## src/rtl/core/tmcr_pkg.sv

```systemverilog
// Shared types and constants for the thick midpoint circle rasterizer.
// No dependencies; every module of the block imports this package.
`default_nettype none

package tmcr_pkg;

  localparam int unsigned RADIUS_W  = 11;
  localparam int unsigned THICK_W   = 8;
  localparam int unsigned COLOR_W   = 16;
  localparam int unsigned CFG_REG_W = 12;
  localparam int unsigned NPIX      = 8;

  // Register indexes of the write port
  localparam logic REG_SCREEN_WIDTH  = 1'b0;
  localparam logic REG_SCREEN_HEIGHT = 1'b1;

  // Input word kinds
  localparam logic KIND_START   = 1'b0;
  localparam logic KIND_ADVANCE = 1'b1;

  localparam int unsigned SCREEN_WIDTH_RESET  = 240;
  localparam int unsigned SCREEN_HEIGHT_RESET = 320;

  // Of the eight octant slots with x = 0 and y = r, these hold the
  // four distinct axis pixels in ring-start order.
  localparam logic [NPIX-1:0] RING_AXIS_MASK = 8'b0011_0101;

  typedef struct packed {
    logic [NPIX-1:0] mask;  // candidates that survived clipping
    logic            fin;   // marker reports finished
  } tmcr_burst_t;

endpackage : tmcr_pkg

`default_nettype wire

```

## src/rtl/core/tmcr_engine.sv

```systemverilog
// Circle state and one-pass candidate generation with screen clipping.
// Depends on tmcr_pkg.
`default_nettype none

module tmcr_engine import tmcr_pkg::*; #(
  parameter int unsigned CW = 12,
  parameter int unsigned AW = 15,
  parameter int unsigned DW = 18,
  parameter int unsigned SW = 12
) (
  input  wire logic               clk_i,
  input  wire logic               rst_ni,
  input  wire logic               take_i,
  input  wire logic               kind_i,
  input  wire logic [CW-1:0]      center_x_i,
  input  wire logic [CW-1:0]      center_y_i,
  input  wire logic [RADIUS_W-1:0] radius_i,
  input  wire logic [THICK_W-1:0] thickness_i,
  input  wire logic [COLOR_W-1:0] color_i,
  input  wire logic [SW-1:0]      scr_w_i,
  input  wire logic [SW-1:0]      scr_h_i,
  output logic [CW-1:0]           px_o [NPIX],
  output logic [CW-1:0]           py_o [NPIX],
  output tmcr_burst_t             burst_o,
  output logic [COLOR_W-1:0]      color_o
);

  logic [CW-1:0]        ctr_x_q, ctr_x_d, ctr_y_q, ctr_y_d;
  logic [RADIUS_W-1:0]  rad_q, rad_d;
  logic [THICK_W-1:0]   idx_q, idx_d, tot_q, tot_d;
  logic signed [AW-1:0] sx_q, sx_d, sy_q, sy_d;
  logic signed [AW-1:0] dlx_q, dlx_d, dly_q, dly_d;
  logic signed [DW-1:0] dec_q, dec_d;
  logic                 busy_q, busy_d;
  logic [COLOR_W-1:0]   col_q, col_d;

  logic                 start, more_rings, begin_ring, do_step, fin;
  logic signed [AW-1:0] cx, cy, r_w, off_a, off_b, sy_t, dly_t;
  logic signed [DW-1:0] dec_t;
  logic [NPIX-1:0]      en, vis;
  logic signed [AW-1:0] xs [NPIX];
  logic signed [AW-1:0] ys [NPIX];

  always_comb begin
    start      = (kind_i == KIND_START);
    more_rings = ({1'b0, idx_q} + (THICK_W+1)'(1)) < {1'b0, tot_q};
    ctr_x_d    = ctr_x_q;
    ctr_y_d    = ctr_y_q;
    rad_d      = rad_q;
    idx_d      = idx_q;
    tot_d      = tot_q;
    col_d      = col_q;
    busy_d     = busy_q;
    sx_d       = sx_q;
    sy_d       = sy_q;
    dlx_d      = dlx_q;
    dly_d      = dly_q;
    dec_d      = dec_q;
    begin_ring = 1'b0;
    do_step    = 1'b0;
    fin        = 1'b0;
    sy_t       = sy_q;
    dly_t      = dly_q;
    dec_t      = dec_q;

    if (start) begin
      ctr_x_d    = center_x_i;
      ctr_y_d    = center_y_i;
      rad_d      = radius_i;
      tot_d      = (thickness_i == '0) ? THICK_W'(1) : thickness_i;
      col_d      = color_i;
      idx_d      = '0;
      busy_d     = 1'b1;
      begin_ring = 1'b1;
    end else if (!busy_q) begin
      fin = 1'b1;
    end else if (sx_q < sy_q) begin
      do_step = 1'b1;
    end else if (more_rings) begin
      idx_d      = idx_q + THICK_W'(1);
      begin_ring = 1'b1;
    end else begin
      busy_d = 1'b0;
      fin    = 1'b1;
    end

    cx  = AW'($signed(ctr_x_d));
    cy  = AW'($signed(ctr_y_d));
    r_w = $signed(AW'(rad_d)) - $signed(AW'(idx_d));

    off_a = '0;
    off_b = '0;
    en    = '0;
    if (begin_ring) begin
      dec_d = DW'(1) - DW'(r_w);
      dlx_d = AW'(1);
      dly_d = AW'(0) - (r_w + r_w);
      sx_d  = '0;
      sy_d  = r_w;
      off_b = r_w;
      en    = RING_AXIS_MASK;
    end else if (do_step) begin
      // step y inward when the midpoint lies outside the circle
      if (dec_q >= 0) begin
        sy_t  = sy_q - AW'(1);
        dly_t = dly_q + AW'(2);
        dec_t = dec_q + DW'(dly_t);
      end
      sy_d  = sy_t;
      dly_d = dly_t;
      sx_d  = sx_q + AW'(1);
      dlx_d = dlx_q + AW'(2);
      dec_d = dec_t + DW'(dlx_d);
      off_a = sx_d;
      off_b = sy_d;
      en    = '1;
    end

    xs[0] = cx + off_a;  ys[0] = cy + off_b;
    xs[1] = cx - off_a;  ys[1] = cy + off_b;
    xs[2] = cx + off_a;  ys[2] = cy - off_b;
    xs[3] = cx - off_a;  ys[3] = cy - off_b;
    xs[4] = cx + off_b;  ys[4] = cy + off_a;
    xs[5] = cx - off_b;  ys[5] = cy + off_a;
    xs[6] = cx + off_b;  ys[6] = cy - off_a;
    xs[7] = cx - off_b;  ys[7] = cy - off_a;

    for (int i = 0; i < NPIX; i++) begin
      vis[i] = !xs[i][AW-1] && ($unsigned(xs[i]) < AW'(scr_w_i)) &&
               !ys[i][AW-1] && ($unsigned(ys[i]) < AW'(scr_h_i));
      px_o[i] = xs[i][CW-1:0];
      py_o[i] = ys[i][CW-1:0];
    end

    burst_o.mask = en & vis;
    burst_o.fin  = fin;
    color_o      = col_d;
  end

  always_ff @(posedge clk_i or negedge rst_ni) begin
    if (!rst_ni) begin
      ctr_x_q <= '0;
      ctr_y_q <= '0;
      rad_q   <= '0;
      idx_q   <= '0;
      tot_q   <= THICK_W'(1);
      sx_q    <= '0;
      sy_q    <= '0;
      dec_q   <= '0;
      dlx_q   <= AW'(1);
      dly_q   <= '0;
      busy_q  <= 1'b0;
      col_q   <= '0;
    end else if (take_i) begin
      ctr_x_q <= ctr_x_d;
      ctr_y_q <= ctr_y_d;
      rad_q   <= rad_d;
      idx_q   <= idx_d;
      tot_q   <= tot_d;
      sx_q    <= sx_d;
      sy_q    <= sy_d;
      dec_q   <= dec_d;
      dlx_q   <= dlx_d;
      dly_q   <= dly_d;
      busy_q  <= busy_d;
      col_q   <= col_d;
    end
  end

endmodule : tmcr_engine

`default_nettype wire

```

## src/rtl/core/tmcr_emit.sv

```systemverilog
// Burst register for one word's surviving pixels and the output register
// that hands them out one per cycle unless stalled. Depends on tmcr_pkg.
`default_nettype none

module tmcr_emit import tmcr_pkg::*; #(
  parameter int unsigned CW = 12
) (
  input  wire logic               clk_i,
  input  wire logic               rst_ni,
  input  wire logic               take_i,
  input  wire logic [CW-1:0]      px_i [NPIX],
  input  wire logic [CW-1:0]      py_i [NPIX],
  input  wire tmcr_burst_t        burst_i,
  input  wire logic [COLOR_W-1:0] color_i,
  output logic                    free_o,
  output logic                    out_valid_o,
  input  wire logic               out_stall_i,
  output logic [CW-1:0]           pixel_x_o,
  output logic [CW-1:0]           pixel_y_o,
  output logic [COLOR_W-1:0]      pixel_color_o,
  output logic                    pixel_valid_o,
  output logic                    finished_o,
  output logic                    last_o
);

  logic                b_valid_q;
  tmcr_burst_t         b_q;
  logic [CW-1:0]       b_px_q [NPIX];
  logic [CW-1:0]       b_py_q [NPIX];
  logic [COLOR_W-1:0]  b_col_q;

  logic                o_valid_q, o_pv_q, o_fin_q, o_last_q;
  logic [CW-1:0]       o_x_q, o_y_q;
  logic [COLOR_W-1:0]  o_col_q;

  logic                any, sel_last, o_free, move, found;
  logic [NPIX-1:0]     mask_rest;
  logic [CW-1:0]       sel_x, sel_y;

  always_comb begin
    any       = |b_q.mask;
    mask_rest = b_q.mask & (b_q.mask - NPIX'(1));
    sel_last  = (mask_rest == '0);
    found     = 1'b0;
    sel_x     = '0;
    sel_y     = '0;
    for (int i = 0; i < NPIX; i++) begin
      if (b_q.mask[i] && !found) begin
        found = 1'b1;
        sel_x = b_px_q[i];
        sel_y = b_py_q[i];
      end
    end
    o_free = !o_valid_q || !out_stall_i;
    move   = b_valid_q && o_free;
    free_o = !b_valid_q || (move && sel_last);
  end

  always_ff @(posedge clk_i or negedge rst_ni) begin
    if (!rst_ni) begin
      b_valid_q <= 1'b0;
      b_q       <= '0;
      o_valid_q <= 1'b0;
    end else begin
      if (take_i) begin
        b_valid_q <= 1'b1;
        b_q       <= burst_i;
      end else if (move) begin
        // drop the pixel just handed over
        if (sel_last) begin
          b_valid_q <= 1'b0;
        end else begin
          b_q.mask <= mask_rest;
        end
      end
      if (move) begin
        o_valid_q <= 1'b1;
      end else if (!out_stall_i) begin
        o_valid_q <= 1'b0;
      end
    end
  end

  always_ff @(posedge clk_i) begin
    if (take_i) begin
      b_px_q  <= px_i;
      b_py_q  <= py_i;
      b_col_q <= color_i;
    end
    if (move) begin
      o_x_q    <= any ? sel_x : '0;
      o_y_q    <= any ? sel_y : '0;
      o_col_q  <= any ? b_col_q : '0;
      o_pv_q   <= any;
      o_fin_q  <= !any && b_q.fin;
      o_last_q <= sel_last;
    end
  end

  assign out_valid_o   = o_valid_q;
  assign pixel_x_o     = o_x_q;
  assign pixel_y_o     = o_y_q;
  assign pixel_color_o = o_col_q;
  assign pixel_valid_o = o_pv_q;
  assign finished_o    = o_fin_q;
  assign last_o        = o_last_q;

endmodule : tmcr_emit

`default_nettype wire

```

## src/rtl/core/thick_midpoint_circle_rasterizer.sv

```systemverilog
// Top level of the thick midpoint circle rasterizer: screen size registers,
// circle engine and pixel emitter. Depends on tmcr_pkg, tmcr_engine, tmcr_emit.
//
//   channel | signals                                   | direction
//   input   | in_valid_i, in_stall_o, kind_i .. color_i | word in
//   output  | out_valid_o, out_stall_i, pixel_*_o, ...  | one pixel/marker out
//   config  | cfg_we_i, cfg_addr_i, cfg_wdata_i         | register write
//
// A word is computed in the cycle it is accepted; its pixels leave the single
// pixel port one per cycle unless the output stalls, so a word yields 1 to 8
// items (advance words up to 8, start and ring words up to 4, markers 1).
// The next word is taken in the cycle the previous word's last pixel moves on.
// Reset returns to idle with a 240 x 320 screen; output stalls back up to input.
`default_nettype none

module thick_midpoint_circle_rasterizer import tmcr_pkg::*; #(
  parameter int unsigned COORD_BITS = 12
) (
  input  wire logic                  clk_i,
  input  wire logic                  rst_ni,
  input  wire logic                  cfg_we_i,
  input  wire logic                  cfg_addr_i,
  input  wire logic [((COORD_BITS > CFG_REG_W) ? COORD_BITS : CFG_REG_W)-1:0] cfg_wdata_i,
  input  wire logic                  in_valid_i,
  output logic                       in_stall_o,
  input  wire logic                  kind_i,
  input  wire logic [COORD_BITS-1:0] center_x_i,
  input  wire logic [COORD_BITS-1:0] center_y_i,
  input  wire logic [RADIUS_W-1:0]   radius_i,
  input  wire logic [THICK_W-1:0]    thickness_i,
  input  wire logic [COLOR_W-1:0]    color_i,
  output logic                       out_valid_o,
  input  wire logic                  out_stall_i,
  output logic [COORD_BITS-1:0]      pixel_x_o,
  output logic [COORD_BITS-1:0]      pixel_y_o,
  output logic [COLOR_W-1:0]         pixel_color_o,
  output logic                       pixel_valid_o,
  output logic                       finished_o,
  output logic                       last_o
);

  localparam int unsigned SW = (COORD_BITS > CFG_REG_W) ? COORD_BITS : CFG_REG_W;
  localparam int unsigned AW = ((COORD_BITS > RADIUS_W) ? COORD_BITS : RADIUS_W) + 3;
  localparam int unsigned DW = AW + 3;

  logic [SW-1:0]      scr_w_q, scr_h_q;
  logic               take, free;
  logic [COORD_BITS-1:0] px [NPIX];
  logic [COORD_BITS-1:0] py [NPIX];
  tmcr_burst_t        burst;
  logic [COLOR_W-1:0] color;

  always_ff @(posedge clk_i or negedge rst_ni) begin
    if (!rst_ni) begin
      scr_w_q <= SW'(SCREEN_WIDTH_RESET);
      scr_h_q <= SW'(SCREEN_HEIGHT_RESET);
    end else if (cfg_we_i) begin
      unique case (cfg_addr_i)
        REG_SCREEN_WIDTH:  scr_w_q <= SW'(cfg_wdata_i[COORD_BITS-1:0]);
        REG_SCREEN_HEIGHT: scr_h_q <= SW'(cfg_wdata_i[COORD_BITS-1:0]);
        default: ;
      endcase
    end
  end

  assign take       = in_valid_i && free;
  assign in_stall_o = !free;

  tmcr_engine #(
    .CW(COORD_BITS),
    .AW(AW),
    .DW(DW),
    .SW(SW)
  ) u_engine (
    .clk_i      (clk_i),
    .rst_ni     (rst_ni),
    .take_i     (take),
    .kind_i     (kind_i),
    .center_x_i (center_x_i),
    .center_y_i (center_y_i),
    .radius_i   (radius_i),
    .thickness_i(thickness_i),
    .color_i    (color_i),
    .scr_w_i    (scr_w_q),
    .scr_h_i    (scr_h_q),
    .px_o       (px),
    .py_o       (py),
    .burst_o    (burst),
    .color_o    (color)
  );

  tmcr_emit #(
    .CW(COORD_BITS)
  ) u_emit (
    .clk_i        (clk_i),
    .rst_ni       (rst_ni),
    .take_i       (take),
    .px_i         (px),
    .py_i         (py),
    .burst_i      (burst),
    .color_i      (color),
    .free_o       (free),
    .out_valid_o  (out_valid_o),
    .out_stall_i  (out_stall_i),
    .pixel_x_o    (pixel_x_o),
    .pixel_y_o    (pixel_y_o),
    .pixel_color_o(pixel_color_o),
    .pixel_valid_o(pixel_valid_o),
    .finished_o   (finished_o),
    .last_o       (last_o)
  );

endmodule : thick_midpoint_circle_rasterizer

`default_nettype wire

```

## config.mk

```make
export PLATFORM = sky130hd
export DESIGN_NAME = thick_midpoint_circle_rasterizer
export DESIGN_NICKNAME = d
export VERILOG_FILES = /design/src/rtl/core/tmcr_pkg.sv /design/src/rtl/core/tmcr_engine.sv /design/src/rtl/core/tmcr_emit.sv /design/src/rtl/core/thick_midpoint_circle_rasterizer.sv
export SDC_FILE = /design/constraint.sdc
export NUM_CORES = 1
export LEC_CHECK = 0
export ABC_AREA = 1
export BUFFER_PORTS_ARGS = -buffer_cell sky130_fd_sc_hd__buf_2
export CORE_ASPECT_RATIO = 0.5
export CORE_MARGIN = 2
export CORE_UTILIZATION = 30
export CTS_CLUSTER_SIZE = 30
export DETAILED_ROUTE_END_ITERATION = 12
export HOLD_SLACK_MARGIN = 0.1
export PLACE_DENSITY = 0.53
export SETUP_SLACK_MARGIN = 0.1
export SYNTH_ARGS = -nofsm -noshare
export SYNTH_HDL_FRONTEND = slang
export SYNTH_SLANG_ARGS = --single-unit
```

## constraint.sdc

```tcl
create_clock -name clk_i -period 7.87 [get_ports clk_i]
set_input_delay 0 -clock clk_i [delete_from_list [all_inputs] [get_ports clk_i]]
set_output_delay 0 -clock clk_i [all_outputs]
set_load 0.005 [all_outputs]
```

* Word-level counts from Yosys, hierarchy flattened
Index checks and enable logic that the tools add are counted.
** Cells by class
- Bitwise operators :: 4
- Muxes and demuxes :: 75
- Magnitude comparators :: 11
- Equal/unequal tests :: 2
- Add/sub/neg operators :: 21
- Reduce and logical (&&, ||, !) cells :: 67
** Operators with widths (count)
- $mux W12 :: 18
- $mux W15 :: 14
- $lt A15 B12 Y1 :: 8
- $mux W18 :: 5
- $mux W8 :: 10
- $add A12 B15 Y15 :: 4
- $sub A12 B15 Y15 :: 4
- $add A18 B15 Y18 :: 2
- $logic_and A1 B1 Y1 :: 31
- $add A15 B3 Y15 const B :: 2
- $mux W1 :: 26
- $logic_not A1 Y1 :: 20
- $ge A18 B1 Y1 const B :: 1
- $and A8 B8 Y8 :: 2
- $logic_not A8 Y1 :: 2
- $mux W16 :: 1
- $add A15 B2 Y15 const B :: 1
- $lt A15 B15 Y1 :: 1
- $sub A1 B15 Y15 const A :: 1
- $sub A15 B2 Y15 const B :: 1
- $add A12 B12 Y13 :: 1
- $sub A2 B12 Y13 const A :: 1
- $reduce_and A2 Y1 :: 6
- $sub A11 B8 Y12 :: 1
- 12 further kinds :: 17
** Word-level totals
- Output and inout bits :: 45
- Word-level logic and storage cells :: 213
- Bits in registers :: 336
- Input bits :: 78

* Logic depth before layout (Yosys ltp)
- Word-level depth :: 22
- Gate-level depth with buffers :: 51
- Depth with buffers taken out :: 50

* Cells and area by module
From an unflattened synthesis, not the netlist that was laid out.
** Second synthesis, totals
- Cell total of the unflattened synthesis :: 3564
- Area total of the unflattened synthesis :: 29482.0 µm²
** By module, submodules not included
- tmcr_engine :: instances 1, seq. area each 3631.0 µm², area an instance 18824.3 µm², cells an instance 2778
- tmcr_emit :: instances 1, seq. area each 7812.5 µm², area an instance 9675.5 µm², cells an instance 677
- thick_midpoint_circle_rasterizer :: instances 1, seq. area each 608.1 µm², area an instance 982.2 µm², cells an instance 109

* Least setup slack after synthesis
Ideal clock, no wire load.
- Kind :: reg-to-reg
- Start :: register u_engine.idx_q[2]
- End :: register u_emit.b_q[7] in the netlist's numbering
- Data required time :: 7.793 ns
- Path buffers :: 1
- Arrival :: 6.379 ns
- Slack :: 1.413 ns
- Setup time :: 0.077 ns
- Stages on the path, launching flop included :: 51
- Cells stage by stage :: dfrtp_1 > inv_1 > nor3_1 > inv_1 > nor2_1 > inv_1 > nor2_1 > nand2_1 > xor2_1 > inv_1 > ha_1 > nand3_1 > nand2_1 > inv_2 > nand2_4 > nor2_8 > inv_2 > nor2_8 > [... 15 more ...] > ha_1 > clkbuf_1 > nand2_1 > clkinv_1 > nand3_1 > o21ai_1 > nand3_1 > nand2_1 > xor2_1 > ha_1 > inv_1 > nor3_1 > o21ai_0 > o311ai_0 > a21o_1 > nor3_1 > nand3_1 > a21oi_1
** RTL lines
- from (decl) :: RTL line tmcr_engine.sv:30 : logic [THICK_W-1:0] idx_q, idx_d, tot_q, tot_d;
- from (signal assigned) :: RTL line tmcr_engine.sv:158 : idx_q <= idx_d;
- to (signal assigned) :: RTL line tmcr_emit.sv:67 : b_q <= burst_i;
- to (decl) :: RTL line tmcr_emit.sv:27 : tmcr_burst_t b_q;

==> results.yml <==
route:
  first_pass_iters: 6
  wl_per_cell_um: 18.1
  antenna_left: 0
  via_per_inst: 4.91
  finalWirelength_um: 81400
  post-route-drc-count: 0
  num_vias: 22000
  drtIter0Drc: 1690
setup_path:
  cp_max_fo: 16
  crit_type: "reg -> reg"
  worst-endpoint-required_ps: 8370
  setup.worst_path.end_class: "flip-flop"
  start_kind: "flip-flop"
  cpMaxStageDelayCell: "nor2_1"
  slowest_delay_ps: 470
  crit_arrival_ps: 7770
  cp_common_cell: "nand2_1"
timing:
  min_period_ps: 7270
  setup_viol: 0
  fin_crit_sh_pct: 92.4
  hold_viol: 0
  fmax_mhz: 138
  grt_setup_unrepaired: "yes"
  slew_headroom_pct: 23.6
  worstMarginPinSlew_ps: 1140
  finalMaxSlewViolations: 0
  skew_ps: 31.5
die:
  rows: 74
  core_um2: 82000
  die_area_um2: 85800
  dieHeight_um: 208
  pin_count: 123
  die_w_um: 412
  start_util_pct: 30.5
global_routing:
  gr-usage-all-layers_pct: 18.7
  grt_first_pass_wirelength_um: 125000
  grt_pass1_vias: 21400
  overflow: 0
  grt_max_degree: 91
  antenna_found_initial: 1
clock_tree:
  numCtsBuffers: 37
  cts_tree: "built"
  cts_root_buf: "clkbuf_16"
  clock_path_buffers: 3
  clk_pin_slew_worst_paths_ps: 60
  cts.sink_count: 331
  worstSkewPairLatency_ps: 590
  htreeDepth: 2
status:
  status: "complete, no violations"
layout:
  area_growth_pct: 17.5
  drive_gt1_share_pct: 10.6
  fin_nets: 3714
  instances_no_fill: 4486
  antennaDiodeCount: 0
synthesis:
  ys_warn_count: 0
  synthArstFlopShare_pct: 54.4
  postSynthAreaPerCell_um2: 7.95
  synth_top_flop_cell: "dfrtp_1"
  synthCells: 3146
  synth_sequential_area_ratio_pct: 36.2
  syn_nets: 3503
  syn_area_um2: 25000
  synth.distinct_cells: 66
  synth_enable_flop_cells: 151
  ys_ff_latch: 331
worst_hold_path:
  hp-class: "in -> reg"
power:
  peakVddDrop_mv: 0.194
  finalPower_mw: 13.2
  power.density_nw_per_um2: 449
  leakage_nw: 13.7
place:
  hpwl_um: 63100
  io_buffers: 122
  dp_cells: 4316
  gp_congestion: 0.930
flow_run:
  cap_violations: 0
-- critical path: cells and delay by family, from the launching register on --
family	cells	cell delay, ps
simple gates	20	3230
buf+inv	7	750
fa+ha+maj	3	1030
xor+xnor	2	460
compound gates	7	1320
flops	1	370
-- path summary, 6_finish.rpt --
kind / to / cells after the start / from / slack [ps]
max in group asynchronous: u_engine.dlx_q[2] / 4 / rst_ni / 6450
hold / removal: scr_h_q[5] / 4 / cfg_addr_i / 150
hold reg to reg: scr_h_q[2] / 2 / scr_h_q[2] / 490
min in group asynchronous: u_engine.rad_q[5] / 4 / rst_ni / 610
setup / recovery: u_emit.b_q[2] / 39 / u_engine.idx_q[2] / 600
setup reg to reg: u_emit.b_q[2] / 39 / u_engine.idx_q[2] / 600
-- cell families (layout without fill, tap and decap cells) --
family	Yosys count	count (layout)	synth area share, %
fa+ha+maj	279	279	14.3
flops	331	331	36.2
compound gates	708	708	15.9
simple gates	1093	1094	19.0
mux	1	1	0.0400
xor+xnor	157	157	5.59
buf+inv	577	814	8.99
-- synth_stat cells, types with 10 or more instances --
cell	n	area, µm²
inv_2	13	48.8
o22ai_1	15	93.8
fa_1	10	200
buf_2	31	155
or2_2	14	87.6
o21ai_0	298	1490
o31ai_1	20	150
o21ai_1	28	140
nor2_1	208	781
nand3_1	140	701
a21o_1	14	105
a31oi_1	24	150
clkbuf_1	58	218
ha_1	269	3370
edfxtp_1	151	4530
xnor2_1	15	131
o21bai_1	18	135
a21oi_1	219	1100
nor3_1	41	205
xor2_1	139	1220
inv_1	462	1730
nand2_1	601	2260
dfrtp_1	172	4300
nand4_1	42	263
-- final cells by class --
cell class / instances / area [µm²]
Clock buffer: 45 / 956
Sequential cell: 331 / 9050
Multi-Input combinational cell: 2239 / 14000
Timing Repair Buffer: 269 / 1980
Tap cell: 1102 / 1380
Inverter: 479 / 1800
Clock inverter: 21 / 254
Fill cell: 8636 / 52700
-- per-layer routing --
layer  GRT usage, %  up-vias  wire length [µm]  part of all wire, %
li1               -    10900                 -                    -
met1           26.0    10500             38500                   47
met2           30.7      503             37300                   46
met3           2.08       86              3710                  4.6
met4           4.98        0              1960                  2.4
met5              0        -                 0                    0
-- through the flow --
step	setup slack, ps	setup TNS (ps)	area, µm²	util [%]	hold slack (ps)
final	598	0	29400	35.8	149
after global placement	418	0	26900	32.8	108
after detailed placement	275	0	26900	32.8	111
after CTS	219	0	29000	35.4	136
after floorplan	1410	0	25000	-	-296
after global routing	-0.837	-0.837	29400	35.8	214
-- flip-flops by register name, summed over array words and instances (netlist names), 8 cells and up --
register and flops:
u_engine.idx_q 8, u_emit.b_col_q 16, u_engine.dly_q 14, u_emit.pixel_color_o 16
u_engine.ctr_x_q 12, u_engine.sx_q 15, u_engine.dec_q 18, u_emit.b_px_q 46
u_emit.pixel_x_o 12, u_emit.b_q 9, u_engine.dlx_q 15, u_engine.ctr_y_q 12
u_engine.rad_q 11, u_engine.tot_q 8, u_engine.sy_q 15, u_emit.pixel_y_o 12
scr_h_q 12, u_emit.b_py_q 46, scr_w_q 12, u_engine.col_q 16
-- power breakdown --
part	switching (mW)	internal, mW
registers	0.308	2.68
clock network	0.785	1.04
logic	5.45	2.92
total	6.54	6.64
-- cell usage in the layout (no fill, tap or decap), drive strengths merged, types with 14 or more instances in the layout --
master,netlist,layout
o21ai,327,327
o31ai,20,20
inv,475,477
o21bai,19,19
nor2,221,222
or2,14,14
nand4,44,44
nand2,613,613
a31oi,24,24
a21oi,220,220
nand3,149,149
dfrtp,172,172
a21o,14,14
xor2,140,140
clkinv,4,16
dlygate4sd3,0,90
nor3,42,42
edfxtp,151,151
ha,269,269
xnor2,17,17
clkbuf,60,46
o22ai,15,15
buf,38,178
-- repair_timing --
action / CTS / global route
hold endpoints to repair: 192 / 0
setup endpoints to repair: 0 / 8
hold buffers: 91 / 0
resized for setup: 0 / 63
buffers inserted: 0 / 12
Power figures use the tool's default switching activity.
